## config.mk

```make
export PLATFORM = sky130hd
export DESIGN_NAME = lmd_fifo
export DESIGN_NICKNAME = d
export VERILOG_FILES = /design/src/rtl/core/lmd_pkg.sv /design/src/rtl/core/lmd_fifo.sv
export SDC_FILE = /design/constraint.sdc
export NUM_CORES = 1
export LEC_CHECK = 0
export BUFFER_PORTS_ARGS = -buffer_cell sky130_fd_sc_hd__clkbuf_2
export CAP_MARGIN = 5
export CORE_MARGIN = 2
export CORE_UTILIZATION = 45
export CTS_CLUSTER_SIZE = 30
export DETAILED_ROUTE_END_ITERATION = 10
export PLACE_DENSITY = 0.63
export SKIP_CTS_REPAIR_TIMING = 1
export SLEW_MARGIN = 20
export SYNTH_ARGS = -nofsm -noshare
export SYNTH_HDL_FRONTEND = slang
export SYNTH_SLANG_ARGS = --single-unit
```

## constraint.sdc

```tcl
create_clock -name clk -period 2.84 [get_ports clk]
set_clock_uncertainty 0.2 [all_clocks]
set_input_delay 0.284 -clock clk [delete_from_list [all_inputs] [get_ports clk]]
set_output_delay 0.284 -clock clk [all_outputs]
set_load 0.01 [all_outputs]
```

## src/rtl/core/lmd_pkg.sv

```systemverilog
// shared constants, types and register codes for the label mode downsampler
package lmd_pkg;

	localparam int MAX_OUT_WIDTH = 64;
	localparam int NUM_LABELS = 16;

	localparam int LABEL_W = 4;
	localparam int CELL_COL_W = 6;
	localparam int COL_W = $clog2(MAX_OUT_WIDTH);
	localparam int OW_W = 7;
	localparam int DIM_W = 13;
	localparam int POS_W = 12;
	localparam int CNT_W = 16;

	localparam int CFG_IDX_W = 3;
	localparam int CFG_DATA_W = 13;

	// two banks of one row per output column, one counter lane per label
	localparam int ROWS = 2 * MAX_OUT_WIDTH;
	localparam int ROW_W = COL_W + 1;

	localparam int GROUP = 4;
	localparam int NUM_GROUPS = NUM_LABELS / GROUP;

	localparam int FIFO_DEPTH = 4;
	localparam int FIFO_PTR_W = $clog2(FIFO_DEPTH);
	localparam int FIFO_CNT_W = FIFO_PTR_W + 1;

	localparam logic [CNT_W-1:0] CNT_MAX = '1;
	localparam logic [DIM_W-1:0] DIM_MAX = DIM_W'(4096);
	localparam logic [OW_W-1:0] OUT_MAX = OW_W'(MAX_OUT_WIDTH);

	localparam logic [DIM_W-1:0] IN_WIDTH_RST = DIM_W'(820);
	localparam logic [DIM_W-1:0] IN_HEIGHT_RST = DIM_W'(616);
	localparam logic [OW_W-1:0] OUT_WIDTH_RST = OW_W'(64);
	localparam logic [OW_W-1:0] OUT_HEIGHT_RST = OW_W'(64);

	typedef enum logic [CFG_IDX_W-1:0] {
		CFG_IN_WIDTH   = 3'd0,
		CFG_IN_HEIGHT  = 3'd1,
		CFG_OUT_WIDTH  = 3'd2,
		CFG_OUT_HEIGHT = 3'd3
	} cfg_idx_t;

	typedef enum logic {
		SCAN_IDLE,
		SCAN_RUN
	} scan_state_t;

	typedef struct packed {
		logic [COL_W-1:0]   col;
		logic [LABEL_W-1:0] label;
		logic               band_end;
		logic               frame_end;
	} pix_entry_t;

	typedef struct packed {
		logic            restart;
		logic [OW_W-1:0] ow;
	} ctrl_t;

	typedef logic [NUM_LABELS-1:0][CNT_W-1:0] cnt_row_t;

endpackage

```

## src/rtl/core/lmd_fifo.sv

```systemverilog
// short queue of classified pixels between front end and counter back end
module lmd_fifo (
	input  logic                clk,
	input  logic                arst_n,
	input  logic                push,
	input  lmd_pkg::pix_entry_t push_data,
	input  logic                pop,
	output lmd_pkg::pix_entry_t head,
	output logic                empty,
	output logic                full
);

	lmd_pkg::pix_entry_t            entry_q [lmd_pkg::FIFO_DEPTH];
	logic [lmd_pkg::FIFO_PTR_W-1:0] wr_ptr_q, rd_ptr_q;
	logic [lmd_pkg::FIFO_CNT_W-1:0] count_q;

	assign empty = count_q == '0;
	assign full  = count_q == lmd_pkg::FIFO_CNT_W'(lmd_pkg::FIFO_DEPTH);
	assign head  = entry_q[rd_ptr_q];

	always_ff @(posedge clk) begin
		if (push) entry_q[wr_ptr_q] <= push_data;
	end

	always_ff @(posedge clk or negedge arst_n) begin
		if (!arst_n) begin
			wr_ptr_q <= '0;
			rd_ptr_q <= '0;
			count_q  <= '0;
		end else begin
			if (push) wr_ptr_q <= wr_ptr_q + lmd_pkg::FIFO_PTR_W'(1);
			if (pop) rd_ptr_q <= rd_ptr_q + lmd_pkg::FIFO_PTR_W'(1);
			if (push && !pop) count_q <= count_q + lmd_pkg::FIFO_CNT_W'(1);
			else if (pop && !push) count_q <= count_q - lmd_pkg::FIFO_CNT_W'(1);
		end
	end

endmodule

```

After elaboration in Yosys (flattened, before gate mapping)
Memories as Yosys holds them, arrays and structs flattened. Index checks and enable logic that the tools add are counted.

Register bits after elaboration: 7. Memories: 1. Input port bits: 16. Output and inout port bits: 14. RAM bits: 48.

Mux-type cells: 4. Reduce and logical (&&, ||, !) cells: 6. $add $sub $neg: 4. Equal/unequal tests: 1.

Memories: entry_q (words 4, bits a word 12, rd ports 1, clocked after Yosys merged registers in 0, wr ports 1, RTL line lmd_fifo.sv:13) `lmd_pkg::pix_entry_t entry_q [lmd_pkg::FIFO_DEPTH];`.

Operators with widths (number): $mux 3 (2); $add 2x1->2 const B (2); $add 3x1->3 const B (1); $eq 3x3->1 const B (1); $logic_not 3->1 (1); $sub 3x1->3 const B (1); $logic_and 1x1->1 (2); $logic_not 1->1 (2); $mux 1 (2); $reduce_bool 2->1 (1).

Longest topological paths before layout
Gate-level depths: netlist of run 1.

Depth after elaboration: 4. Mapped depth: 7. Gate-level depth less buffers: 7.

Worst setup path after synthesis of run 1
Ideal clock, no wire load.

Path kind: flip-flop to output port. Start: register rd_ptr_q[0] (netlist bit). End: output port head[0] (netlist bit). Arrival: 1097 ps. Data required time: 2356 ps. Stages on the path, launching flop included: 4. Slack: 1259 ps. Buffers on the path: 2. Path through: dfrtp_1 -> buf_6 -> buf_12 -> mux4_2.

RTL lines: from (decl) (RTL line lmd_fifo.sv:14) `logic [lmd_pkg::FIFO_PTR_W-1:0] wr_ptr_q, rd_ptr_q;`; from (signal assigned) (RTL line lmd_fifo.sv:32) `if (pop) rd_ptr_q <= rd_ptr_q + lmd_pkg::FIFO_PTR_W'(1);`; to (decl) (RTL line lmd_fifo.sv:8) `output lmd_pkg::pix_entry_t head,`.

==> results of run 1 <==
[path summary, 6_finish.rpt]
kind	to	cells after the start	slack, ps
max in group asynchronous	wr_ptr_q[1]$_DFFE_PN0P_	2	2120
worst min register to register	count_q[2]$_DFFE_PN0P_	1	310
worst min-delay path	entry_q[2][2]$_DFFE_PP_	1	0.6
worst max-delay path	head[11]	2	370
worst max register to register	entry_q[0][4]$_DFFE_PP_	3	1070
min in group asynchronous	count_q[0]$_DFFE_PN0P_	2	150
[registers in the layout (all words and copies together) (netlist names)]
signal,count
entry_q,48
wr_ptr_q,2
count_q,3
rd_ptr_q,2
[layout by cell type (no fill, tap or decap)]
cell type and instances:
mux2_2 1, clkbuf_2 29, dlygate4sd3_1 4, xnor2_1 2
mux4_2 8, clkbuf_8 5, nand2_1 2, xor2_1 4
and2_1 4, clkinv_2 1, nor3b_1 1, mux4_1 4
nor3_1 1, clkbuf_1 2, inv_1 4, o21ai_0 1
dfrtp_1 7, nor2_1 1, edfxtp_1 48, ha_1 5
fa_1 1
[power groups by stage]
stage / registers, mW / clock network [mW] / logic, mW
finish: 1.23 / 0.401 / 0.615
floorplan: 1.15 / 0 / 0.535
global placement: 1.24 / 0 / 0.608
detailed placement: 1.26 / 0 / 0.627
global route: 1.27 / 0.439 / 0.675
CTS: 1.24 / 0.409 / 0.628
[layer usage]
| layer | wire, microns | GRT usage, % | vias to the layer above |
|---|---|---|---|
| li1 | - | - | 454 |
| met1 | 1410 | 17.3 | 507 |
| met2 | 1660 | 21.7 | 19 |
| met3 | 118 | 3.45 | 4 |
| met4 | 47 | 7.61 | 0 |
| met5 | 0 | 0 | - |
[per-stage QoR]
stage	setup WS (ps)	cells
5_1_grt	221	189
4_1_cts	308	185
3_5_place_dp	643	177
2_1_floorplan	1260	97
6_report	366	189
3_3_place_gp	688	177
[cells by family after synthesis]
group           after synthesis
xor+xnor                      6
simple gates                  9
buf+inv                       7
compound gates                1
mux                          13
fa+ha+maj                     6
flops                        55
[worst max-delay path: stages, from the launching register on]
cell	delay, ps
dfrtp_1	890
mux4_1	660
clkbuf_2	150
[layout make-up]
type | count | area share, %
Timing Repair Buffer | 33 | 7.55
Clock buffer | 7 | 3.11
Multi-Input combinational cell | 35 | 19.8
Tap cell | 54 | 2.76
Inverter | 4 | 0.613
Clock inverter | 1 | 0.204
Sequential cell | 55 | 66.0
==> metrics.md, run 1 <==
| Metric | Value |
|---|---|
| Initial Util | `46.2%` |
| Area of the multi-input gates | `485 sq um` |
| Via count | `984` |
| Post-DP HPWL | `2180 microns` |
| Hold Slack | `0.596 ps` |
| Main combinational cell family by area after synthesis | `multiplexers` |
| Grt ovf | `0` |
| Number of enable flip-flop cells after synthesis | `48` |
| Post-synth top area share | `66.9%` |
| Post-synth top cells | `edfxtp_1 (48), mux4_2 (8), dfrtp_1 (7), ha_1 (5)` |
| Final Hold Viols | `0` |
| Setup TNS | `0 ps` |
| Static leakage | `0.907 nW` |
| Mux cell area share after synthesis | `13.8%` |
| Die ar. | `5350 sq um` |
| Layout cells sized above 1 | `32.6%` |
| #FFs+latches synth | `55` |
| Max FO, Critical Path | `14` |
| Hold Path Class | `input pin to register` |
| Kind of critical path | `register to output port` |
| Yosys warning total | `0` |
| Core Area | `4660 sq um` |
| Clk buf depth | `2` |
| Max IR drop VDD | `0.493 mV` |
| FP Rows | `25` |
| Reg power frac | `54.8%` |
| Worst-path clk slew | `90 ps` |
| Int Power | `1.58 mW` |
| CTS sink count | `55` |
| Status | `completed` |
| Average via count per standard cell | `5.21` |
| Pwr dens | `917 nW/um^2` |
| Unrepaired setup endpoints after global routing | `no` |
| Inserted Diodes | `0` |
| Crit path launch | `rd_ptr_q[0]$_DFFE_PN0P_` |
| R2r startpoint | `wr_ptr_q[0]$_DFFE_PN0P_` |
| Sw Ratio | `29.7%` |
| Root Buffer | `clkbuf_8` |
| Die H | `73.2 microns` |
| # DRC | `0` |
| Placed cell areas | `2330 sq um` |
| Max cap viols | `0` |
| Compound-Gate Fraction of Synth Area | `0.232%` |
| Final wirelength | `3240 microns` |
| Comb power frac | `27.4%` |
| Vias in the first global route | `1049` |
| Die width | `73.2 microns` |
| CTS tree | `built` |
| Per-cell routed wire length | `17.1 microns` |
| Area Growth Syn to Fin | `13.8%` |
| Final net count | `156` |
| Mapped Area | `2150 sq um` |
| Iter 0 DRT Violations | `37` |
| Cts bufs inserted | `5` |
| Fin crit period | `2470 ps` |
| Clock Power Share | `17.8%` |
| Critical path arrival | `1990 ps` |
| All-Layer GR Usage | `13.7%` |
| Slew @ Worst Pin | `823 ps` |
| Synth Area in Adders | `3.83%` |
| Critical Path Sink Type | `output port` |
| Startpoint Class | `register` |
| Global-route wire length before repair | `5130 microns` |
| Synthesized Nets | `119` |
| PortBufs | `29` |
| Finished layout cell area | `2450 sq um` |
| Final worst path period share | `87.1%` |
| Slew Limit Fails | `0` |
| H-tree levels | `2` |
| Simple-gate share of the synthesized area | `2.27%` |
| Post-DRT Antenna Nets | `0` |
| Netlist cell types | `19` |
| Largest area contributor in the netlist | `edfxtp_1` |
| Most common cell in the synthesized netlist | `edfxtp_1` |
| Clk_lat worst skew | `300 ps` |
| Critical Path RT | `2360 ps` |
| Reg area | `1620 sq um` |
| # setup viols final | `0` |
| Net Sw Power | `0.667 mW` |
| Ys async rst share | `12.7%` |
| Max Clk Rate | `0.404 GHz` |
| Fillers | `358` |
| Final Power | `2.25 mW` |
| Cells after Synth | `97` |
| Avg Cell Area, Syn | `22.2 sq um` |
| IO Pins | `30` |
| Routability Congestion | `0.673` |
| Relative slew slack | `45.1%` |
| Seq/Total Area, Yosys | `75.1%` |
| 1st-pass router iterations | `4` |
| Predominant post-synthesis flop cell | `edfxtp_1` |
| Top cells by area, synth | `edfxtp_1 (67%), mux4_2 (8.4%), dfrtp_1 (8.1%)` |
| Post-Synth XOR/XNOR Area | `2.44%` |
| Antenna violations before repair | `0` |
| Hold_sp | `push_data[2]` |
| Largest net degree at the start of global routing | `16` |
| Layout Utilization | `52.6%` |
Power figures use the tool's default switching activity.
==> run 2, diff against run 1 <==
--- a/config.mk
+++ b/config.mk
@@ -11,6 +11,7 @@
 export CORE_UTILIZATION = 45
 export CTS_CLUSTER_SIZE = 30
 export DETAILED_ROUTE_END_ITERATION = 10
+export GPL_TIMING_DRIVEN = 0
 export PLACE_DENSITY = 0.63
 export SKIP_CTS_REPAIR_TIMING = 1
 export SLEW_MARGIN = 20
==> constraint.sdc (replaced) <==
create_clock -name clk -period 2.84 [get_ports clk]
set_clock_uncertainty 0.2 [all_clocks]
set_input_delay 0.142 -clock clk [delete_from_list [all_inputs] [get_ports clk]]
set_output_delay 0.142 -clock clk [all_outputs]
set_load 0.01 [all_outputs]
==> metrics.md, run 2 (synthesized netlist as in run 1, its figures left out) <==
| Metric | Value |
|---|---|
| Post-DRT Antenna Nets | `0 (unchanged)` |
| Cts bufs inserted | `5 (unchanged)` |
| Fin crit period | `1930 ps (-539 ps)` |
| Largest net degree at the start of global routing | `17 (+1)` |
| Final net count | `170 (+9.0%)` |
| 1st-pass router iterations | `4 (unchanged)` |
| Setup WS pre-CTS | `1040 ps (+397 ps)` |
| Most common cell after layout, fill and taps aside | `edfxtp_1` |
| Placed cell areas | `2370 sq um (+1.6%)` |
| Status | `complete, but fails checks` |
| Setup TNS | `0 ps (unchanged)` |
| Vias in the first global route | `1029 (-1.9%)` |
| CTS sink count | `55 (unchanged)` |
| CTS tree | `built` |
| Most frequent cells in the layout | `edfxtp_1 (48), clkbuf_2 (29), dlygate4sd3_1 (15)` |
| # DRC | `0 (unchanged)` |
| Routability Congestion | `0.606 (-9.9%)` |
| Slew Limit Fails | `0 (unchanged)` |
| Iter 0 DRT Violations | `54 (+46%)` |
| Inserted Diodes | `0 (unchanged)` |
| Top flop regs | `entry_q (48), count_q (3)` |
| Layout cells sized above 1 | `32.2% (-0.38 points)` |
| Global-route wire length before repair | `5110 microns (-0.27%)` |
| Grt ovf | `0 (unchanged)` |
| Metal3 WL | `118 microns (unchanged)` |
| Clk buf depth | `2 (unchanged)` |
| Slew @ Worst Pin | `652 ps (-171 ps)` |
| Die ar. | `5350 sq um (unchanged)` |
| All-Layer GR Usage | `13.8% (+0.11 points)` |
| Via count | `1029 (+4.6%)` |
| Root Buffer | `clkbuf_8` |
| Hold Slack | `-3.34 ps (-3.94 ps)` |
| FP Rows | `25 (unchanged)` |
| IO Pins | `30 (unchanged)` |
| Max IR drop VDD | `0.414 mV (-16%)` |
| Final worst slack | `905 ps (+539 ps)` |
| Highest metal used | `met4` |
| Pwr dens | `901 nW/um^2 (-1.7%)` |
| Crit-path max cell delay | `520 ps (-370 ps)` |
| Clk_lat worst skew | `300 ps (about the same)` |
| Area Growth Syn to Fin | `21.1%` |
| Kind of critical path | `input pin to register` |
| Worst path cell trace | `dlygate4sd3_1, clkbuf_2, ha_1, inv_1, fa_1, xor2_1, nor2_1, xor2_1` |
| Per-cell routed wire length | `16.2 microns (-5.3%)` |
| Critical Path RT | `2860 ps (+500 ps)` |
| Routed wl met2 | `1690 microns (+2.0%)` |
| Worst Path Buf+Inv | `3 (+2)` |
| Non-filler cells, final | `203 (+7.4%)` |
| Unrepaired setup endpoints after global routing | `no` |
| # setup viols final | `0 (unchanged)` |
| Max Clk Rate | `0.517 GHz (+28%)` |
| Worst-path clk slew | `90 ps (about the same)` |
| H-tree levels | `2 (unchanged)` |
| Finished layout cell area | `2610 sq um (+6.4%)` |
| Max FO, Critical Path | `8 (-6)` |
| Final Hold Viols | `7 (+7)` |
| Initial Util | `46.2% (unchanged)` |
| Met1 WL | `1430 microns (+1.2%)` |
| Highest-delay cell along the critical path | `dlygate4sd3_1` |
| Post-DP HPWL | `2230 microns (+2.3%)` |
| Max cap viols | `0 (unchanged)` |
| PortBufs | `29 (unchanged)` |
| CP delay by family, top | `buffers and inverters` |
| Worst path most repeated cell | `xor2_1` |
| Static leakage | `0.978 nW (+7.9%)` |
| Final wirelength | `3290 microns (+1.7%)` |
| Startpoint Class | `input pin` |
| Relative slew slack | `56.5% (+11 points)` |
| Final worst path period share | `68.1% (-19 points)` |
| Most flops, register | `entry_q` |
| Die H | `73.2 microns (unchanged)` |
| Antenna violations before repair | `0 (unchanged)` |
| Fillers | `368 (+2.8%)` |
| Average via count per standard cell | `5.07 (-2.6%)` |
| Hold Path Class | `input pin to asynchronous set/reset pin` |
| Failing checks | `hold timing` |
| Max FFs per register | `48 (unchanged)` |
| Core Area | `4660 sq um (unchanged)` |
| Critical path arrival | `1960 ps (-30 ps)` |
| Layout Utilization | `55.9% (+3.4 points)` |
| Die width | `73.2 microns (unchanged)` |
| Critical Path Sink Type | `register` |
| Placed Instances | `180 (+1.7%)` |
## run 2: worst paths after layout
path	start	endpoint	slack [ps]	cells after the start
max	push	count_q[2]$_DFFE_PN0P_	910	8
min	arst_n	count_q[0]$_DFFE_PN0P_	-3	2
max reg2reg	wr_ptr_q[0]$_DFFE_PN0P_	entry_q[2][6]$_DFFE_PP_	1060	3
min reg2reg	count_q[2]$_DFFE_PN0P_	count_q[2]$_DFFE_PN0P_	310	1
max in group asynchronous	arst_n	rd_ptr_q[1]$_DFFE_PN0P_	2280	2
min in group clk	count_q[2]$_DFFE_PN0P_	count_q[2]$_DFFE_PN0P_	310	1
## run 2: layer usage
metal | vias to the layer above | global-route usage, %
met5 | - | 0
met4 | 0 | 6.38
met3 | 6 | 4.42
met2 | 20 | 21.9
met1 | 521 | 17.4
li1 | 482 | -
## run 2: report_power, final
part           switching, mW  total, mW  internal, mW
clock                  0.227      0.424         0.197
sequential            0.0794       1.15          1.07
combinational          0.380      0.771         0.391
total                  0.687       2.35          1.66
## run 2: final cells by class
class	instances	area, sq um	share of cell area, %
Buffer	3	36.3	1.39
Clock buffer	7	86.3	3.31
Clock inverter	1	5.00	0.192
Inverter	4	15.0	0.576
Multi-Input combinational cell	35	485	18.6
Sequential cell	55	1620	62.0
Tap cell	54	67.6	2.59
Timing Repair Buffer	44	295	11.3
## run 2: per-stage QoR
stage,total power [mW],hold slack [ps]
4_1_cts,2.37,-545
3_5_place_dp,1.95,-213
3_3_place_gp,1.91,-218
2_1_floorplan,1.68,-354
5_1_grt,2.50,12.4
6_report,2.35,-3.34
==> run 3, diff against run 2 <==
--- a/config.mk
+++ b/config.mk
@@ -5,6 +5,7 @@
 export SDC_FILE = /design/constraint.sdc
 export NUM_CORES = 1
 export LEC_CHECK = 0
+export ABC_AREA = 1
 export BUFFER_PORTS_ARGS = -buffer_cell sky130_fd_sc_hd__clkbuf_2
 export CAP_MARGIN = 5
 export CORE_MARGIN = 2
==> constraint.sdc (replaced) <==
create_clock -name clk -period 1.9 [get_ports clk]
set_clock_uncertainty 0.2 [all_clocks]
set_input_delay 0.095 -clock clk [delete_from_list [all_inputs] [get_ports clk]]
set_output_delay 0.095 -clock clk [all_outputs]
set_load 0.01 [all_outputs]
==> metrics.md, run 3 <==
| Metric | Value |
|---|---|
| Status | `completed` |
| Hold Path Class | `register to register` |
| Critical path arrival | `1430 ps (-530 ps)` |
| CP delay by family, top | `buffers and inverters` |
| Post-DRT Antenna Nets | `0 (unchanged)` |
| Layout Utilization | `56.0% (about the same)` |
| Average via count per standard cell | `4.60 (-9.2%)` |
| Inserted Diodes | `0 (unchanged)` |
| Most flops, register | `entry_q` |
| Final wirelength | `4290 microns (+30%)` |
| Top cells by area, synth | `edfxtp_1 (61%), nand2_1 (7.8%), dfrtp_1 (7.5%)` |
| Predominant post-synthesis flop cell | `edfxtp_1` |
| Synthesized Nets | `210 (+76%)` |
| Die width | `76.2 microns (+4.2%)` |
| Slew @ Worst Pin | `580 ps (-71.5 ps)` |
| Final worst slack | `176 ps (-729 ps)` |
| 1st-pass router iterations | `4 (unchanged)` |
| Worst-path clk slew | `100 ps (about the same)` |
| Max Clk Rate | `0.580 GHz` |
| Yosys warning total | `0 (unchanged)` |
| Max FO, Critical Path | `10 (+2)` |
| Area Growth Syn to Fin | `21.0% (about the same)` |
| Most frequent cells in the layout | `nand2_1 (49), edfxtp_1 (48), inv_1 (35)` |
| Final Hold Viols | `0 (-7)` |
| Final net count | `262 (+54%)` |
| Layout cells sized above 1 | `19.9% (-12 points)` |
| Largest net degree at the start of global routing | `20 (+3)` |
| Clk_lat worst skew | `310 ps (about the same)` |
| Mapped Area | `2350 sq um (+9.0%)` |
| Grt ovf | `0 (unchanged)` |
| Global-route wire length before repair | `6710 microns (+31%)` |
| Die ar. | `5810 sq um (+8.5%)` |
| Slew Limit Fails | `0 (unchanged)` |
| Max cap viols | `0 (unchanged)` |
| Clk buf depth | `2 (unchanged)` |
| Net Sw Power | `1.46 mW (+110%)` |
| #FFs+latches synth | `55 (unchanged)` |
| FP Rows | `26 (+4.0%)` |
| All-Layer GR Usage | `15.5% (+1.7 points)` |
| H-tree levels | `2 (unchanged)` |
| Max IR drop VDD | `0.676 mV (+63%)` |
| Critical Path Sink Type | `output port` |
| Initial Util | `46.3% (+0.051 points)` |
| Worst Path Buf+Inv | `3 (unchanged)` |
| Cells after Synth | `188 (+94%)` |
| Final worst path period share | `90.7%` |
| Non-filler cells, final | `311 (+53%)` |
| Comb power frac | `39.7% (+6.9 points)` |
| Most common cell after layout, fill and taps aside | `nand2_1` |
| Relative slew slack | `61.3% (+4.7 points)` |
| Setup WS pre-CTS | `180 ps (-860 ps)` |
| CTS sink count | `55 (unchanged)` |
| Cts bufs inserted | `5 (unchanged)` |
| # DRC | `0 (unchanged)` |
| Number of enable flip-flop cells after synthesis | `48 (unchanged)` |
| Startpoint Class | `register` |
| Setup TNS | `0 ps (unchanged)` |
| Placed Instances | `287 (+59%)` |
| Via count | `1432 (+39%)` |
| Fin crit period | `1720 ps` |
| Routability Congestion | `0.808 (+33%)` |
| Most common cell in the synthesized netlist | `nand2_1` |
| Per-cell routed wire length | `13.8 microns (-15%)` |
| CTS tree | `built` |
| Highest-delay cell along the critical path | `dfrtp_1` |
| Ys async rst share | `12.7% (unchanged)` |
| Antenna violations before repair | `0 (unchanged)` |
| Pwr dens | `1390 nW/um^2 (+55%)` |
| Avg Cell Area, Syn | `12.5 sq um (-44%)` |
| Post-synth top area share | `61.4% (-5.5 points)` |
| Top flop regs | `entry_q (48), count_q (3)` |
| Worst path cell trace | `inv_2, clkbuf_4, o211ai_1, nand2_1, clkbuf_2` |
| Iter 0 DRT Violations | `93 (+72%)` |
| Netlist cell types | `18 (-1)` |
| Core Area | `5070 sq um (+8.9%)` |
| Max FFs per register | `48 (unchanged)` |
| PortBufs | `29 (unchanged)` |
| Vias in the first global route | `1321 (+28%)` |
| Post-DP HPWL | `2650 microns (+19%)` |
| Seq/Total Area, Yosys | `68.9% (-6.2 points)` |
| Kind of critical path | `register to output port` |
| Die H | `76.2 microns (+4.2%)` |
| Post-synth top cells | `nand2_1 (49), edfxtp_1 (48), inv_1 (35), o211ai_1 (23), dfrtp_1 (7)` |
| # setup viols final | `0 (unchanged)` |
| Sw Ratio | `36.9% (+7.7 points)` |
| Static leakage | `1.24 nW (+26%)` |
| Clock Power Share | `16.8% (-1.3 points)` |
| Largest area contributor in the netlist | `edfxtp_1` |
| Reg power frac | `43.5% (-5.6 points)` |
| IO Pins | `30 (unchanged)` |
| Root Buffer | `clkbuf_8` |
| Crit-path max cell delay | `430 ps (-90 ps)` |
| Unrepaired setup endpoints after global routing | `no` |
| Int Power | `2.49 mW (+50%)` |
| Critical Path RT | `1600 ps (-1260 ps)` |
[run 3: cell count changes after synthesis, moves of 4 or more]
cell and delta:
mux4_2 -8, mux4_1 -4, and2_1 -4, inv_1 +31, buf_6 +5, nand2_1 +47, o211ai_1 +23
[run 3: path summary, 6_finish.rpt]
check / startpoint / to / slack [ps] / cells after the start
worst min-delay path: wr_ptr_q[0]$_DFFE_PN0P_ / wr_ptr_q[0]$_DFFE_PN0P_ / 330 / 1
worst max register to register: wr_ptr_q[1]$_DFFE_PN0P_ / entry_q[0][5]$_DFFE_PP_ / 190 / 4
min in group asynchronous: arst_n / count_q[2]$_DFFE_PN0P_ / 560 / 3
max in group asynchronous: arst_n / wr_ptr_q[1]$_DFFE_PN0P_ / 680 / 3
worst min register to register: wr_ptr_q[0]$_DFFE_PN0P_ / wr_ptr_q[0]$_DFFE_PN0P_ / 330 / 1
worst max-delay path: rd_ptr_q[1]$_DFFE_PN0P_ / head[4] / 180 / 5
[run 3: layout make-up]
class	count	area [sq um]
fill	460	2230
sequential	55	1620
multi-input combinational	88	513
timing repair buffer	45	305
inverter	36	135
tap	70	87.6
buffer	9	85.1
clock buffer	5	68.8
clock inverter	3	28.8
[run 3: metal layers]
metal | up-vias | part of all wire, % | global-route usage [%]
met5 | - | 0 | 0
met4 | 0 | 0.96 | 5.45
met3 | 6 | 3.2 | 4.38
met2 | 25 | 49 | 24.9
met1 | 671 | 47 | 20.3
li1 | 730 | - | -
[run 3: cell families after synthesis]
group / synth area share, %
DFF: 68.9
xor gates and xnor gates: 1.49
AOI/OAI and AO/OA: 8.10
adders and majority gates: 3.52
and+or+nand+nor: 8.74
buffers and inverters: 9.27
[run 3: metrics by stage]
| stage | total power [mW] | cell area [sq um] | hold WS, ps |
|---|---|---|---|
| 2_1_floorplan | 2.75 | 2350 | -401 |
| 4_1_cts | 3.96 | 2680 | -589 |
| 3_5_place_dp | 3.30 | 2580 | -245 |
| 5_1_grt | 4.24 | 2840 | 347 |
| 3_3_place_gp | 3.27 | 2580 | -247 |
| 6_report | 3.96 | 2840 | 327 |
[run 3: power by group through the flow]
stage                     clock, mW  combinational [mW]  sequential [mW]
after floorplan                   0                1.03             1.72
after global placement            0                1.53             1.74
after detailed placement          0                1.55             1.75
after CTS                     0.676                1.56             1.72
after global routing          0.725                1.76             1.76
final                         0.664                1.57             1.72
[run 3: worst reg2reg max path, delay by kind of cell (launching register included)]
kind | cells | cell delay, ps
fa+ha+maj | 1 | 150
simple gates | 1 | 50
flops | 1 | 410
buf+inv | 2 | 540
